File: config.mk
export PLATFORM = sky130hd
export DESIGN_NAME = linked_list_table_engine
export DESIGN_NICKNAME = d
export VERILOG_FILES = /design/src/sv/llte_pkg.sv /design/src/sv/llte_dp.sv /design/src/sv/llte_ctrl.sv /design/src/sv/linked_list_table_engine.sv
export SDC_FILE = /design/constraint.sdc
export NUM_CORES = 1
export LEC_CHECK = 0
export ABC_AREA = 1
export BUFFER_PORTS_ARGS = -buffer_cell sky130_fd_sc_hd__buf_2
export CAP_MARGIN = 20
export CORE_UTILIZATION = 45
export DETAILED_ROUTE_END_ITERATION = 10
export PLACE_DENSITY = 0.67
export SLEW_MARGIN = 20
export SYNTH_ARGS = -nofsm -noshare
export SYNTH_HDL_FRONTEND = slang
export SYNTH_HIERARCHICAL = 1
export SYNTH_SLANG_ARGS = --single-unit
File: constraint.sdc
create_clock -name clk -period 6 [get_ports clk]
set_clock_uncertainty 0.05 [all_clocks]
set_input_delay 0.3 -clock clk [delete_from_list [all_inputs] [get_ports clk]]
set_output_delay 0.3 -clock clk [all_outputs]
set_load 0.01 [all_outputs]
File: src/sv/llte_pkg.sv
// Package for the linked list table engine: types, constants, codes.
package llte_pkg;

    localparam int POOL_NODES_DEF = 16;

    typedef enum logic [2:0] {
        REQ_INS_END   = 3'd0,
        REQ_INS_FRONT = 3'd1,
        REQ_DEL_END   = 3'd2,
        REQ_DEL_FRONT = 3'd3,
        REQ_INS_AFTER = 3'd4,
        REQ_DEL_KEY   = 3'd5,
        REQ_TRAVERSE  = 3'd6,
        REQ_NONE      = 3'd7
    } req_type_t;

    typedef enum logic [1:0] {
        ST_OK        = 2'd0,
        ST_EMPTY     = 2'd1,
        ST_NOT_FOUND = 2'd2,
        ST_FULL      = 2'd3
    } status_t;

    typedef struct packed {
        logic [2:0]         req_type;
        logic signed [31:0] value;
        logic signed [31:0] key;
    } req_t;

    typedef struct packed {
        logic [1:0]         status;
        logic signed [31:0] element;
        logic               last;
    } rsp_t;

    // Datapath commands from the controller
    typedef enum logic [3:0] {
        CMD_IDLE,     // hold
        CMD_LOAD,     // capture request, cur = head, prev = null
        CMD_READ,     // issue node read at cur
        CMD_STEP,     // prev = cur, cur = read next
        CMD_LINK_NEW, // write new node (value, next = link_src)
        CMD_SET_NEXT, // node_next[target] = link value
        CMD_SET_HEAD, // head = link value
        CMD_FREE_CUR, // free cur
        CMD_EMIT      // load output register
    } cmd_op_t;

    typedef struct packed {
        cmd_op_t    op;
        logic [1:0] link_sel;   // 0 null, 1 new node, 2 read next, 3 head
        logic       tgt_prev;   // target of SET_NEXT: 1 prev, 0 cur
        logic [1:0] status;
        logic       elem_en;
        logic       last;
    } cmd_t;

    typedef struct packed {
        logic head_null;
        logic cur_null;
        logic prev_null;
        logic next_null;    // next of registered node read is null
        logic match;        // registered node value equals key
        logic full;
        logic bound;        // walk count reached pool size minus one
        logic [2:0] req_type;
    } stat_t;

    localparam logic [1:0] LINK_NULL = 2'd0;
    localparam logic [1:0] LINK_NEW  = 2'd1;
    localparam logic [1:0] LINK_RDN  = 2'd2;
    localparam logic [1:0] LINK_HEAD = 2'd3;

endpackage

File: src/sv/llte_dp.sv
// Datapath: node memories, head, free map, walk pointers, output register.
module llte_dp
    import llte_pkg::*;
#(
    parameter int POOL_NODES = POOL_NODES_DEF,
    parameter int IW = $clog2(POOL_NODES + 1)
)
(
    input  logic  clk,
    input  logic  rst_n,
    input  req_t  req,
    input  cmd_t  cmd,
    output stat_t stat,
    input  logic  out_take,
    output logic  out_valid,
    output rsp_t  rsp
);
    localparam logic [IW-1:0] NULL_IDX = IW'(POOL_NODES);
    localparam int AW = (POOL_NODES > 1) ? $clog2(POOL_NODES) : 1;

    logic signed [31:0] mem_val [POOL_NODES];
    logic [IW-1:0]      mem_nxt [POOL_NODES];

    logic [IW-1:0] head_reg, cur_reg, prev_reg, new_reg, cnt_reg;
    logic [POOL_NODES-1:0] free_reg;
    req_t req_reg;
    logic signed [31:0] rd_val_reg;
    logic [IW-1:0]      rd_nxt_reg;
    logic out_valid_reg;
    rsp_t rsp_reg;

    logic [IW-1:0] link;
    logic [IW-1:0] low_free;
    logic [IW-1:0] tgt;

    // lowest free node
    always_comb
    begin
        low_free = NULL_IDX;
        for (int i = POOL_NODES - 1; i >= 0; i--)
        begin
            if (free_reg[i])
            begin
                low_free = IW'(i);
            end
        end
    end

    always_comb
    begin
        case (cmd.link_sel)
            LINK_NULL: link = NULL_IDX;
            LINK_NEW:  link = new_reg;
            LINK_RDN:  link = rd_nxt_reg;
            default:   link = head_reg;
        endcase
    end

    assign tgt = cmd.tgt_prev ? prev_reg : cur_reg;

    // memories
    always_ff @(posedge clk)
    begin
        if (cmd.op == CMD_READ && cur_reg != NULL_IDX)
        begin
            rd_val_reg <= mem_val[cur_reg[AW-1:0]];
            rd_nxt_reg <= mem_nxt[cur_reg[AW-1:0]];
        end
        if (cmd.op == CMD_LINK_NEW)
        begin
            mem_val[new_reg[AW-1:0]] <= req_reg.value;
            mem_nxt[new_reg[AW-1:0]] <= link;
        end
        else if (cmd.op == CMD_SET_NEXT)
        begin
            mem_nxt[tgt[AW-1:0]] <= link;
        end
    end

    always_ff @(posedge clk)
    begin
        if (cmd.op == CMD_LOAD)
        begin
            req_reg <= req;
        end
    end

    // control registers
    always_ff @(posedge clk or negedge rst_n)
    begin
        if (!rst_n)
        begin
            head_reg      <= NULL_IDX;
            cur_reg       <= NULL_IDX;
            prev_reg      <= NULL_IDX;
            new_reg       <= NULL_IDX;
            cnt_reg       <= '0;
            free_reg      <= '1;
            out_valid_reg <= 1'b0;
        end
        else
        begin
            if (out_take)
            begin
                out_valid_reg <= 1'b0;
            end
            case (cmd.op)
                CMD_LOAD:
                begin
                    cur_reg  <= head_reg;
                    prev_reg <= NULL_IDX;
                    cnt_reg  <= '0;
                    new_reg  <= low_free;
                end
                CMD_STEP:
                begin
                    prev_reg <= cur_reg;
                    cur_reg  <= rd_nxt_reg;
                    cnt_reg  <= cnt_reg + 1'b1;
                end
                CMD_LINK_NEW:
                begin
                    free_reg[new_reg[AW-1:0]] <= 1'b0;
                end
                CMD_SET_HEAD:
                begin
                    head_reg <= link;
                end
                CMD_FREE_CUR:
                begin
                    free_reg[cur_reg[AW-1:0]] <= 1'b1;
                end
                CMD_EMIT:
                begin
                    out_valid_reg  <= 1'b1;
                    rsp_reg.status <= cmd.status;
                    rsp_reg.element <= cmd.elem_en ? rd_val_reg : 32'sd0;
                    rsp_reg.last   <= cmd.last;
                end
                default:
                begin
                end
            endcase
        end
    end

    assign stat.head_null = (head_reg == NULL_IDX);
    assign stat.cur_null  = (cur_reg == NULL_IDX);
    assign stat.prev_null = (prev_reg == NULL_IDX);
    assign stat.next_null = (rd_nxt_reg == NULL_IDX);
    assign stat.match     = (rd_val_reg == req_reg.key);
    assign stat.full      = (free_reg == '0);
    assign stat.bound     = (cnt_reg == IW'(POOL_NODES - 1));
    assign stat.req_type  = req_reg.req_type;

    assign out_valid = out_valid_reg;
    assign rsp       = rsp_reg;
endmodule

File: src/sv/llte_ctrl.sv
// Controller: sequences each request over the datapath.
module llte_ctrl
    import llte_pkg::*;
(
    input  logic  clk,
    input  logic  rst_n,
    input  logic  req_valid,
    output logic  req_stall,
    input  logic  out_busy,
    input  stat_t stat,
    output cmd_t  cmd
);
    typedef enum logic [6:0] {
        S_IDLE  = 7'b0000001,
        S_DISP  = 7'b0000010,
        S_READ  = 7'b0000100,
        S_EVAL  = 7'b0001000,
        S_FIX   = 7'b0010000,
        S_FREE  = 7'b0100000,
        S_WAIT  = 7'b1000000
    } state_t;

    state_t state_reg, state_next;

    assign req_stall = (state_reg != S_IDLE);

    always_comb
    begin
        state_next   = state_reg;
        cmd          = '0;
        cmd.op       = CMD_IDLE;
        cmd.last     = 1'b1;
        case (state_reg)
            S_IDLE:
            begin
                if (req_valid)
                begin
                    cmd.op     = CMD_LOAD;
                    state_next = S_DISP;
                end
            end
            // decide first action once the output register is free
            S_DISP:
            begin
                if (!out_busy)
                begin
                    case (stat.req_type)
                        REQ_INS_FRONT:
                        begin
                            if (stat.full)
                            begin
                                cmd.op = CMD_EMIT; cmd.status = ST_FULL;
                                state_next = S_IDLE;
                            end
                            else
                            begin
                                cmd.op = CMD_LINK_NEW; cmd.link_sel = LINK_HEAD;
                                state_next = S_FIX;
                            end
                        end
                        REQ_INS_END:
                        begin
                            if (stat.full)
                            begin
                                cmd.op = CMD_EMIT; cmd.status = ST_FULL;
                                state_next = S_IDLE;
                            end
                            else
                            begin
                                cmd.op = CMD_LINK_NEW; cmd.link_sel = LINK_NULL;
                                state_next = stat.head_null ? S_FIX : S_READ;
                            end
                        end
                        REQ_DEL_END, REQ_DEL_FRONT, REQ_INS_AFTER,
                        REQ_DEL_KEY, REQ_TRAVERSE:
                        begin
                            if (stat.head_null)
                            begin
                                cmd.op = CMD_EMIT; cmd.status = ST_EMPTY;
                                state_next = S_IDLE;
                            end
                            else
                            begin
                                cmd.op = CMD_READ;
                                state_next = S_EVAL;
                            end
                        end
                        default:
                        begin
                            state_next = S_IDLE;
                        end
                    endcase
                end
            end
            S_READ:
            begin
                cmd.op     = CMD_READ;
                state_next = S_EVAL;
            end
            // act on the node just read at cur
            S_EVAL:
            begin
                case (stat.req_type)
                    REQ_INS_END:
                    begin
                        if (stat.next_null || stat.bound)
                        begin
                            cmd.op = CMD_SET_NEXT; cmd.link_sel = LINK_NEW;
                            state_next = S_WAIT;
                        end
                        else
                        begin
                            cmd.op = CMD_STEP; state_next = S_READ;
                        end
                    end
                    REQ_DEL_END:
                    begin
                        if (stat.next_null || stat.bound)
                        begin
                            cmd.link_sel = LINK_NULL;
                            cmd.tgt_prev = 1'b1;
                            cmd.op = stat.prev_null ? CMD_SET_HEAD : CMD_SET_NEXT;
                            state_next = S_FREE;
                        end
                        else
                        begin
                            cmd.op = CMD_STEP; state_next = S_READ;
                        end
                    end
                    REQ_DEL_FRONT:
                    begin
                        cmd.op = CMD_SET_HEAD; cmd.link_sel = LINK_RDN;
                        state_next = S_FREE;
                    end
                    REQ_INS_AFTER:
                    begin
                        if (stat.match)
                        begin
                            if (stat.full)
                            begin
                                cmd.op = CMD_EMIT; cmd.status = ST_FULL;
                                state_next = S_IDLE;
                            end
                            else
                            begin
                                cmd.op = CMD_LINK_NEW; cmd.link_sel = LINK_RDN;
                                state_next = S_FIX;
                            end
                        end
                        else if (stat.next_null || stat.bound)
                        begin
                            cmd.op = CMD_EMIT; cmd.status = ST_NOT_FOUND;
                            state_next = S_IDLE;
                        end
                        else
                        begin
                            cmd.op = CMD_STEP; state_next = S_READ;
                        end
                    end
                    REQ_DEL_KEY:
                    begin
                        if (stat.match)
                        begin
                            cmd.link_sel = LINK_RDN;
                            cmd.tgt_prev = 1'b1;
                            cmd.op = stat.prev_null ? CMD_SET_HEAD : CMD_SET_NEXT;
                            state_next = S_FREE;
                        end
                        else if (stat.next_null || stat.bound)
                        begin
                            cmd.op = CMD_EMIT; cmd.status = ST_NOT_FOUND;
                            state_next = S_IDLE;
                        end
                        else
                        begin
                            cmd.op = CMD_STEP; state_next = S_READ;
                        end
                    end
                    default:
                    begin
                        // traverse: one result per node, wait for the taker
                        if (!out_busy)
                        begin
                            cmd.op      = CMD_EMIT;
                            cmd.status  = ST_OK;
                            cmd.elem_en = 1'b1;
                            cmd.last    = stat.next_null || stat.bound;
                            state_next  = (stat.next_null || stat.bound) ?
                                          S_IDLE : S_FIX;
                        end
                    end
                endcase
            end
            // second write step for inserts; traverse steps to the next node
            S_FIX:
            begin
                case (stat.req_type)
                    REQ_INS_FRONT, REQ_INS_END:
                    begin
                        cmd.op = CMD_SET_HEAD; cmd.link_sel = LINK_NEW;
                        state_next = S_WAIT;
                    end
                    REQ_INS_AFTER:
                    begin
                        cmd.op = CMD_SET_NEXT; cmd.link_sel = LINK_NEW;
                        state_next = S_WAIT;
                    end
                    default:
                    begin
                        cmd.op = CMD_STEP; state_next = S_READ;
                    end
                endcase
            end
            S_FREE:
            begin
                cmd.op     = CMD_FREE_CUR;
                state_next = S_WAIT;
            end
            default:
            begin
                cmd.op     = CMD_EMIT;
                cmd.status = ST_OK;
                state_next = S_IDLE;
            end
        endcase
    end

    always_ff @(posedge clk or negedge rst_n)
    begin
        if (!rst_n)
        begin
            state_reg <= S_IDLE;
        end
        else
        begin
            state_reg <= state_next;
        end
    end
endmodule

File: src/sv/linked_list_table_engine.sv
// Insert at front: load, link the new node, set head, emit. Delete from front: load,
// read, set head, free, emit. End and key walks read and then step for each node.
// Traverse: one result per node; after each result it steps and reads the next node.
// Throughput: one request at a time; a waiting result lets the next request in.
// Reset (rst_n, async) empties the list and frees every node; no clearing pass.
module linked_list_table_engine
    import llte_pkg::*;
#(
    parameter int POOL_NODES = POOL_NODES_DEF
)
(
    input  logic clk,
    input  logic rst_n,
    input  logic in_valid,
    output logic in_stall,
    input  req_t in_data,
    output logic out_valid,
    input  logic out_stall,
    output rsp_t out_data
);
    cmd_t  cmd;
    stat_t stat;
    logic  busy;

    assign busy = out_valid && out_stall;

    llte_ctrl u_ctrl (
        .clk       (clk),
        .rst_n     (rst_n),
        .req_valid (in_valid),
        .req_stall (in_stall),
        .out_busy  (busy),
        .stat      (stat),
        .cmd       (cmd)
    );

    llte_dp #(
        .POOL_NODES (POOL_NODES)
    ) u_dp (
        .clk       (clk),
        .rst_n     (rst_n),
        .req       (in_data),
        .cmd       (cmd),
        .stat      (stat),
        .out_take  (out_valid && !out_stall),
        .out_valid (out_valid),
        .rsp       (out_data)
    );
endmodule
# == Yosys cells after proc, flatten, opt, wreduce, memory -nomap -nowiden ==
# Memory sizes are Yosys's and may differ from the RTL's. A register that Yosys moved wholly into a read port is not among the register bits.
# Index checks and enable logic that the tools add are counted.
# totals
memories,2
word_cells,171
out_inout_bits,37
ram_bits,592
regBits,151
inputBits,71
# mem_list
name,depth,word_bits,rd,rd_clocked_by_memory_dff,write_ports,line_no,text
u_dp.mem_val,16,32,1,1,1,llte_dp.sv:21,logic signed [31:0] mem_val [POOL_NODES];
u_dp.mem_nxt,16,5,1,1,1,llte_dp.sv:22,logic [IW-1:0] mem_nxt [POOL_NODES];
# classes
bitwise,4
n_reduce_logical,22
n_eq_ne,32
n_mux,92
n_addsub,1
magnitude_cmp,4
# ops
cell,count
5-bit 2-to-1 mux,21
7-bit 2-to-1 mux,6
7-bit one-hot mux with 6 select lines,1
4-bit 2-to-1 mux,10
7-bit one-hot mux with 5 select lines,1
32-bit equality test,1
16-bit one-hot mux with 2 select lines,1
5-bit one-hot mux with 2 select lines,3
2-bit 2-to-1 mux,13
4-bit one-hot mux with 6 select lines,1
7-bit one-hot mux with 3 select lines,1
4-bit one-hot mux with 5 select lines,1
6-bit 2-to-1 mux,3
16-bit AND,1
4-bit by 3-bit equality test with 1-bit output (second input constant),4
16-bit zero test,1
1-bit 2-to-1 mux,16
16-bit inverter,1
16-bit OR,1
5-bit equality test (second input constant),3
5-bit one-hot mux with 3 select lines,1
5-bit OR reduction,3
2-bit one-hot mux with 3 select lines,2
4-bit by 5-bit < comparator with 1-bit output (second input constant),2
40 further kinds,57

# == Logic depth before layout (Yosys ltp) ==
# Gate-level depths: netlist of run 1.
# depth
depth_word,16
depth_mapped,21
mapped_depth_nobuf,21

# == By module ==
# Netlist of run 1, hierarchy kept.
# by_module_without_submodules
module,seq_area_each_um2,cells_each,instances,area_each_um2
llte_dp,23027.1,1740,1,28557.4
llte_ctrl,176.4,164,1,940.9
linked_list_table_engine,0.0,4,1,17.5

# == Worst setup path before layout of run 1 ==
# No wires, ideal clock.
# synth_timing
kind,register to register
from,"reg u_dp.rd_val_reg[14], read port of u_dp.mem_val"
to,"mem u_dp.mem_val[7][0], enable pin"
required_time_ns,5.487
t_arrival_ns,5.091
slack_ns,0.395
path_buffers,0
setup_time_ns,0.463
path_stages_with_launch,18
period_less_slack_ns,5.605
path_cell_list,edfxtp_1 > xor2_1 > or3b_2 > nor4_1 > nor3b_1 > inv_1 > nor3_1 > inv_1 > and2_1 > nand2_1 > o21ai_1 > nand2_1 > inv_1 > nor2_1 > nand2_1 > inv_1 > nand3_1 > nor3_1
# synth_lines
element,line_no,text
start: declaration,llte_dp.sv:27,logic signed [31:0] rd_val_reg;
end: declaration,llte_dp.sv:21,

==> results.yml, run 1 <==
clock_network:
  numCtsBuffers: 80
  clock-sinks: 780
  clkLatencyLatePin_ps: 650
  cts_resized: 0
  cts_tree: "built"
  htreeDepth: 3
  cts_root_buf: "clkbuf_16"
  clk_pin_slew_ps: 60
  ctsLongestPathBuffers: 3
finish:
  areaGrowthSynthToFinish_pct: 16.66
  antenna_cells: 0
  final_core_util_pct: 53.31
  largest_reg_flops: 512
  num-nets-final: 2188
  mostFrequentLayoutCells: "731 x edfxtp_1, 297 x a22oi_1, 156 x nand2_1, 153 x a21oi_1, 112 x inv_1"
  drive_gt1_share_pct: 15.07
  final_common_cell: "edfxtp_1"
floorplanning:
  coreArea_um2: 64580
  rows: 93
  start_util_pct: 45.70
  die_y_um: 258.1
  io_pins: 108
  die_area_um2: 66610
  die_w_um: 258.1
min_path:
  hold_class: "input pin to async pin"
status:
  outcome: "finished clean"
timing:
  finalSetupViolCount: 0
  rsz0062_at_grt: "no"
  hold_viol_final: 0
  fin_crit_ps: 5062
  final.setup.tns_ps: 0
  worstMarginPinSlew_ps: 1071
  fmax_mhz: 197.5
  fin_crit_sh_pct: 84.37
  slew_viol_final: 0
  maxSlewHeadroom_pct: 28.60
synthesis:
  syn_avg_cell_area_um2: 15.48
  syn_area_um2: 29510
  syn_inst: 1907
  synth_fp_nets: 1980
  ys_warn_count: 6
routing:
  wl_mm: 72.85
  vias: 17650
  wl_per_cell_um: 24.04
  drt_iter0_markers: 1950
  drc: 0
  firstDrtPassIters: 7
  via_per_inst: 5.824
  antenna_left: 0
placed_design:
  io_buffers: 107
  gp_congestion: 0.8570
  detailed_place_hpwl_mm: 43.83
grt:
  grt_usage_pct: 21.79
  antenna_found_initial: 4
  grt_max_degree: 129
  grt_pass1_vias: 17420
  grt_overflow: 0
  grt_pass1_wl_mm: 108.6
worst_setup_path:
  worst_ep_arrival_time_ps: 5350
  ff2ff_path_depth: 19
  crit_path_end_kind: "register"
  worst_setup_path_start_kind: "register"
  crit_path_max_fanout: 22
  crit_type: "register to register"
  critPathRequiredTime_ps: 6290
power:
  power_density_nw_per_um2: 451.1
  p_leak_nw: 11.74
  vdd_ir_drop_max_uv: 348.0
flow_run:
  max_cap_violations: 0
worst max-delay path: stages (launching register included):
cell	delay, ps
edfxtp_1	420
xor2_1	170
nor4_1	600
nand2_1	110
nor3b_1	420
buf_4	230
inv_1	60
nor3_1	280
inv_1	120
and2_1	170
nand2_1	60
o21ai_1	50
nand2_1	100
inv_1	60
nor2_1	160
nand2_1	210
inv_1	180
nand2_1	200
nor2_4	740
buf_4	370
worst paths after layout:
kind | startpoint | to | slack (ps)
setup / recovery | u_dp/rd_val_reg[26] | u_dp/mem_val[4][14] | 940
max in group asynchronous | rst_n | u_dp/free_reg[14] | 5220
min in group clk | in_data[61] | u_dp/req_reg[61] | 310
hold / removal | rst_n | u_dp/cnt_reg[0] | 250
setup reg to reg | u_dp/rd_val_reg[26] | u_dp/mem_val[4][14] | 940
hold reg to reg | u_dp/new_reg[4] | u_dp/new_reg[4] | 430
report_power, final:
group	internal [mW]	total, mW	switching, mW	leakage (nW)
clock	2.70	4.78	2.08	1.23
combinational	1.05	3.65	2.60	3.40
sequential	6.66	7.10	0.444	7.10
timing repair:
action / in CTS / in global routing
buffers inserted: 0 / 0
hold endpoints to repair: 98 / 0
hold buffers: 70 / 0
final cells by class:
type | count | area, um^2
fillers | 5112 | 30150
clock buffers | 104 | 2122
inverters | 125 | 471.7
multi-input cells | 917 | 5619
flip-flops and latches | 780 | 23200
repair buffers | 211 | 1516
clock inverters | 39 | 425.4
well taps | 855 | 1070
per-layer routing:
metal | share of wire [%] | routed length (um) | track usage (%) | vias up
li1 | - | - | - | 7802
met1 | 42 | 30760 | 30.60 | 8951
met2 | 47 | 34570 | 34.76 | 788
met3 | 7.7 | 5630 | 3.563 | 110
met4 | 2.6 | 1875 | 7.232 | 2
met5 | 0.027 | 20 | 0 | -
metrics by stage:
stage | cells | hold WS [ps] | worst slack [ps] | power [mW] | cell area [um^2]
6_report | 3031 | 250.5 | 937.7 | 15.53 | 34430
5_1_grt | 3031 | 298.9 | 482.9 | 16.13 | 34430
3_3_place_gp | 2818 | 391.3 | 1027 | 10.70 | 31180
4_1_cts | 3031 | 249.2 | 876.1 | 15.56 | 34430
2_1_floorplan | 1907 | -45.59 | 395.3 | 9.216 | 29510
3_5_place_dp | 2818 | 403.0 | 909.4 | 10.76 | 31180
(Power assumes the default switching activity.)
==> inputs of run 2 (changes only) <==
==> constraint.sdc (replaced) <==
create_clock -name clk -period 4.6 [get_ports clk]
set_clock_uncertainty 0.05 [all_clocks]
set_input_delay 0.23 -clock clk [delete_from_list [all_inputs] [get_ports clk]]
set_output_delay 0.23 -clock clk [all_outputs]
set_load 0.01 [all_outputs]
==> results.yml, run 2 (synthesis gave the netlist of run 1 again) <==
worst_setup_path:
  worst_ep_arrival_time_ps: 4590
  crit_path_end_kind: "register"
  crit_path_max_fanout: 8
  crit_path_top_delay_cell: "or3b_2"
  critPathRequiredTime_ps: 4880
  worst_setup_path_start_kind: "register"
  crit_chain: "xor2_1 -> or3b_2 -> nor4_1 -> nor3b_1 -> buf_4 -> inv_1 -> nor3_1 -> inv_1 -> and2_1 -> nand2_1 -> o21ai_1 -> nand2_1 -> inv_1 -> nor2_1 -> nand3_1 -> o21ai_0 -> nand3_1 -> nor2_1 -> buf_4"
  crit_type: "register to register"
  slowest_delay_ps: 440
  cp_common_cell: "inv_1"
grt:
  antenna_found_initial: 3
  grt_pass1_vias: 17050
  met1_usage_pct: 33.70
  grt_overflow: 0
  grt_pass1_wl_mm: 107.5
  grt.met3_usage_pct: 4.849
  met2_usage_pct: 30.46
  grt-busiest-layer: "met1"
  grt_max_degree: 141
  grt_usage_pct: 21.63
clock_network:
  htreeDepth: 3
  post_cts_buffers: 0
  ctsLongestPathBuffers: 3
  cts_tree: "built"
  numCtsBuffers: 77
  clock-sinks: 780
  clkLatencyLatePin_ps: 630
  clk_pin_slew_ps: 60
  cts_root_buf: "clkbuf_16"
floorplanning:
  rows: 93
  die_area_um2: 66610
  die_w_um: 258.1
  io_pins: 108
  start_util_pct: 45.70
  die_y_um: 258.1
  coreArea_um2: 64580
finish:
  mostFrequentLayoutCells: "731 x edfxtp_1, 297 x a22oi_1, 156 x nand2_1, 153 x a21oi_1, 112 x inv_1"
  areaGrowthSynthToFinish_pct: 18.72
  largest_reg_flops: 512
  final_common_cell: "edfxtp_1"
  fillerInstances: 5038
  antenna_cells: 0
  final_core_util_pct: 54.25
  design_area_um2: 35040
  drive_gt1_share_pct: 17.02
  num-nets-final: 2236
timing:
  worstMarginPinSlew_ps: 1089
  fin_crit_sh_pct: 93.75
  worst_hold_slack_ps: 210.8
  maxSlewHeadroom_pct: 27.38
  layout_setup_ws_ps: 287.7
  finalSetupViolCount: 0
  rsz0062_at_grt: "no"
  fmax_mhz: 231.9
  final.setup.tns_ps: 0
  hold_viol_final: 0
  fin_crit_ps: 4312
  slew_viol_final: 0
placed_design:
  gp_congestion: 0.9198
  io_buffers: 107
  placed_area_um2: 31830
  detailed_place_hpwl_mm: 45.87
  place_ws_ps: 348.3
routing:
  firstDrtPassIters: 6
  wl_per_cell_um: 23.34
  via_per_inst: 5.788
  antenna_left: 0
  vias: 17840
  drt_iter0_markers: 2311
  wl_mm: 71.93
  drc: 0
power:
  p_sw_mw: 6.712
  p_clk_share_pct: 30.4
  power_density_nw_per_um2: 582.6
  vdd_ir_drop_max_uv: 351.5
  pwr-share-comb_pct: 24.1
  internal_power_mw: 13.70
  p_leak_nw: 12.04
  swShare_pct: 32.88
  pwr-share-seq_pct: 45.4
min_path:
  hold_class: "input pin to async pin"
flow_run:
  max_cap_violations: 0
status:
  outcome: "finished clean"
==> run 2: changes by cell type in the layout (fill, tap and decap cells not counted), moves of 4 or more <==
cell        previous run  this run
buf_12                 2        23
clkbuf_1              21        14
buf_4                 32        62
clkinvlp_4             1         5
bufinv_16              4         8
clkinv_1              16        20
==> run 2: through the flow <==
step | power [mW] | cells
after floorplan | 12.03 | 1907
after global placement | 14.10 | 2869
after detailed placement | 14.18 | 2869
after CTS | 20.43 | 3082
after global routing | 21.18 | 3082
final | 20.41 | 3082
==> run 2: final timing paths <==
kind	endpoint	cells after the start	start	slack, ps
max in group asynchronous	u_dp/new_reg[2]	3	rst_n	3850
min in group clk	u_dp/req_reg[17]	2	in_data[17]	250
worst max register to register	u_dp/mem_nxt[4][0]	19	u_dp/rd_val_reg[14]	290
worst min-delay path	u_dp/cnt_reg[4]	3	rst_n	210
worst max-delay path	u_dp/mem_nxt[4][0]	19	u_dp/rd_val_reg[14]	290
worst min register to register	u_dp/new_reg[4]	2	u_dp/new_reg[4]	420
==> run 2: routing by layer <==
metal  wire length, um  vias up
li1                  -     7908
met1             31400     8849
met2             31020      998
met3              8269       85
met4              1240        0
met5                 0        -
==> run 2: repair_timing <==
action	in CTS	in global routing
hold endpoints to repair	99	0
resized for setup	0	1
setup endpoints to repair	0	20
hold buffers	70	0
==> run 2: power groups by stage <==
stage | clock (mW) | combinational, mW | sequential, mW
finish | 6.21 | 4.92 | 9.28
global route | 6.58 | 5.27 | 9.32
CTS | 6.31 | 4.86 | 9.26
detailed placement | 0 | 4.78 | 9.40
global placement | 0 | 4.73 | 9.37
floorplan | 0 | 2.86 | 9.18
==> run 2: cell type report <==
class	instances	area, um^2	area share [%]
clock buffers	91	1979	5.649
clock inverters	52	531.8	1.518
inverters	125	471.7	1.346
multi-input cells	917	5619	16.04
flip-flops and latches	780	23200	66.22
well taps	855	1070	3.053
repair buffers	262	2162	6.171
==> run 2: worst max-delay path, delay by kind of cell, from the launching register on <==
kind / cells / cell delay (ps)
AOI/OAI and AO/OA: 2 / 470
DFF: 1 / 400
buffers and inverters: 5 / 570
xor gates and xnor gates: 1 / 150
and+or+nand+nor: 11 / 2360
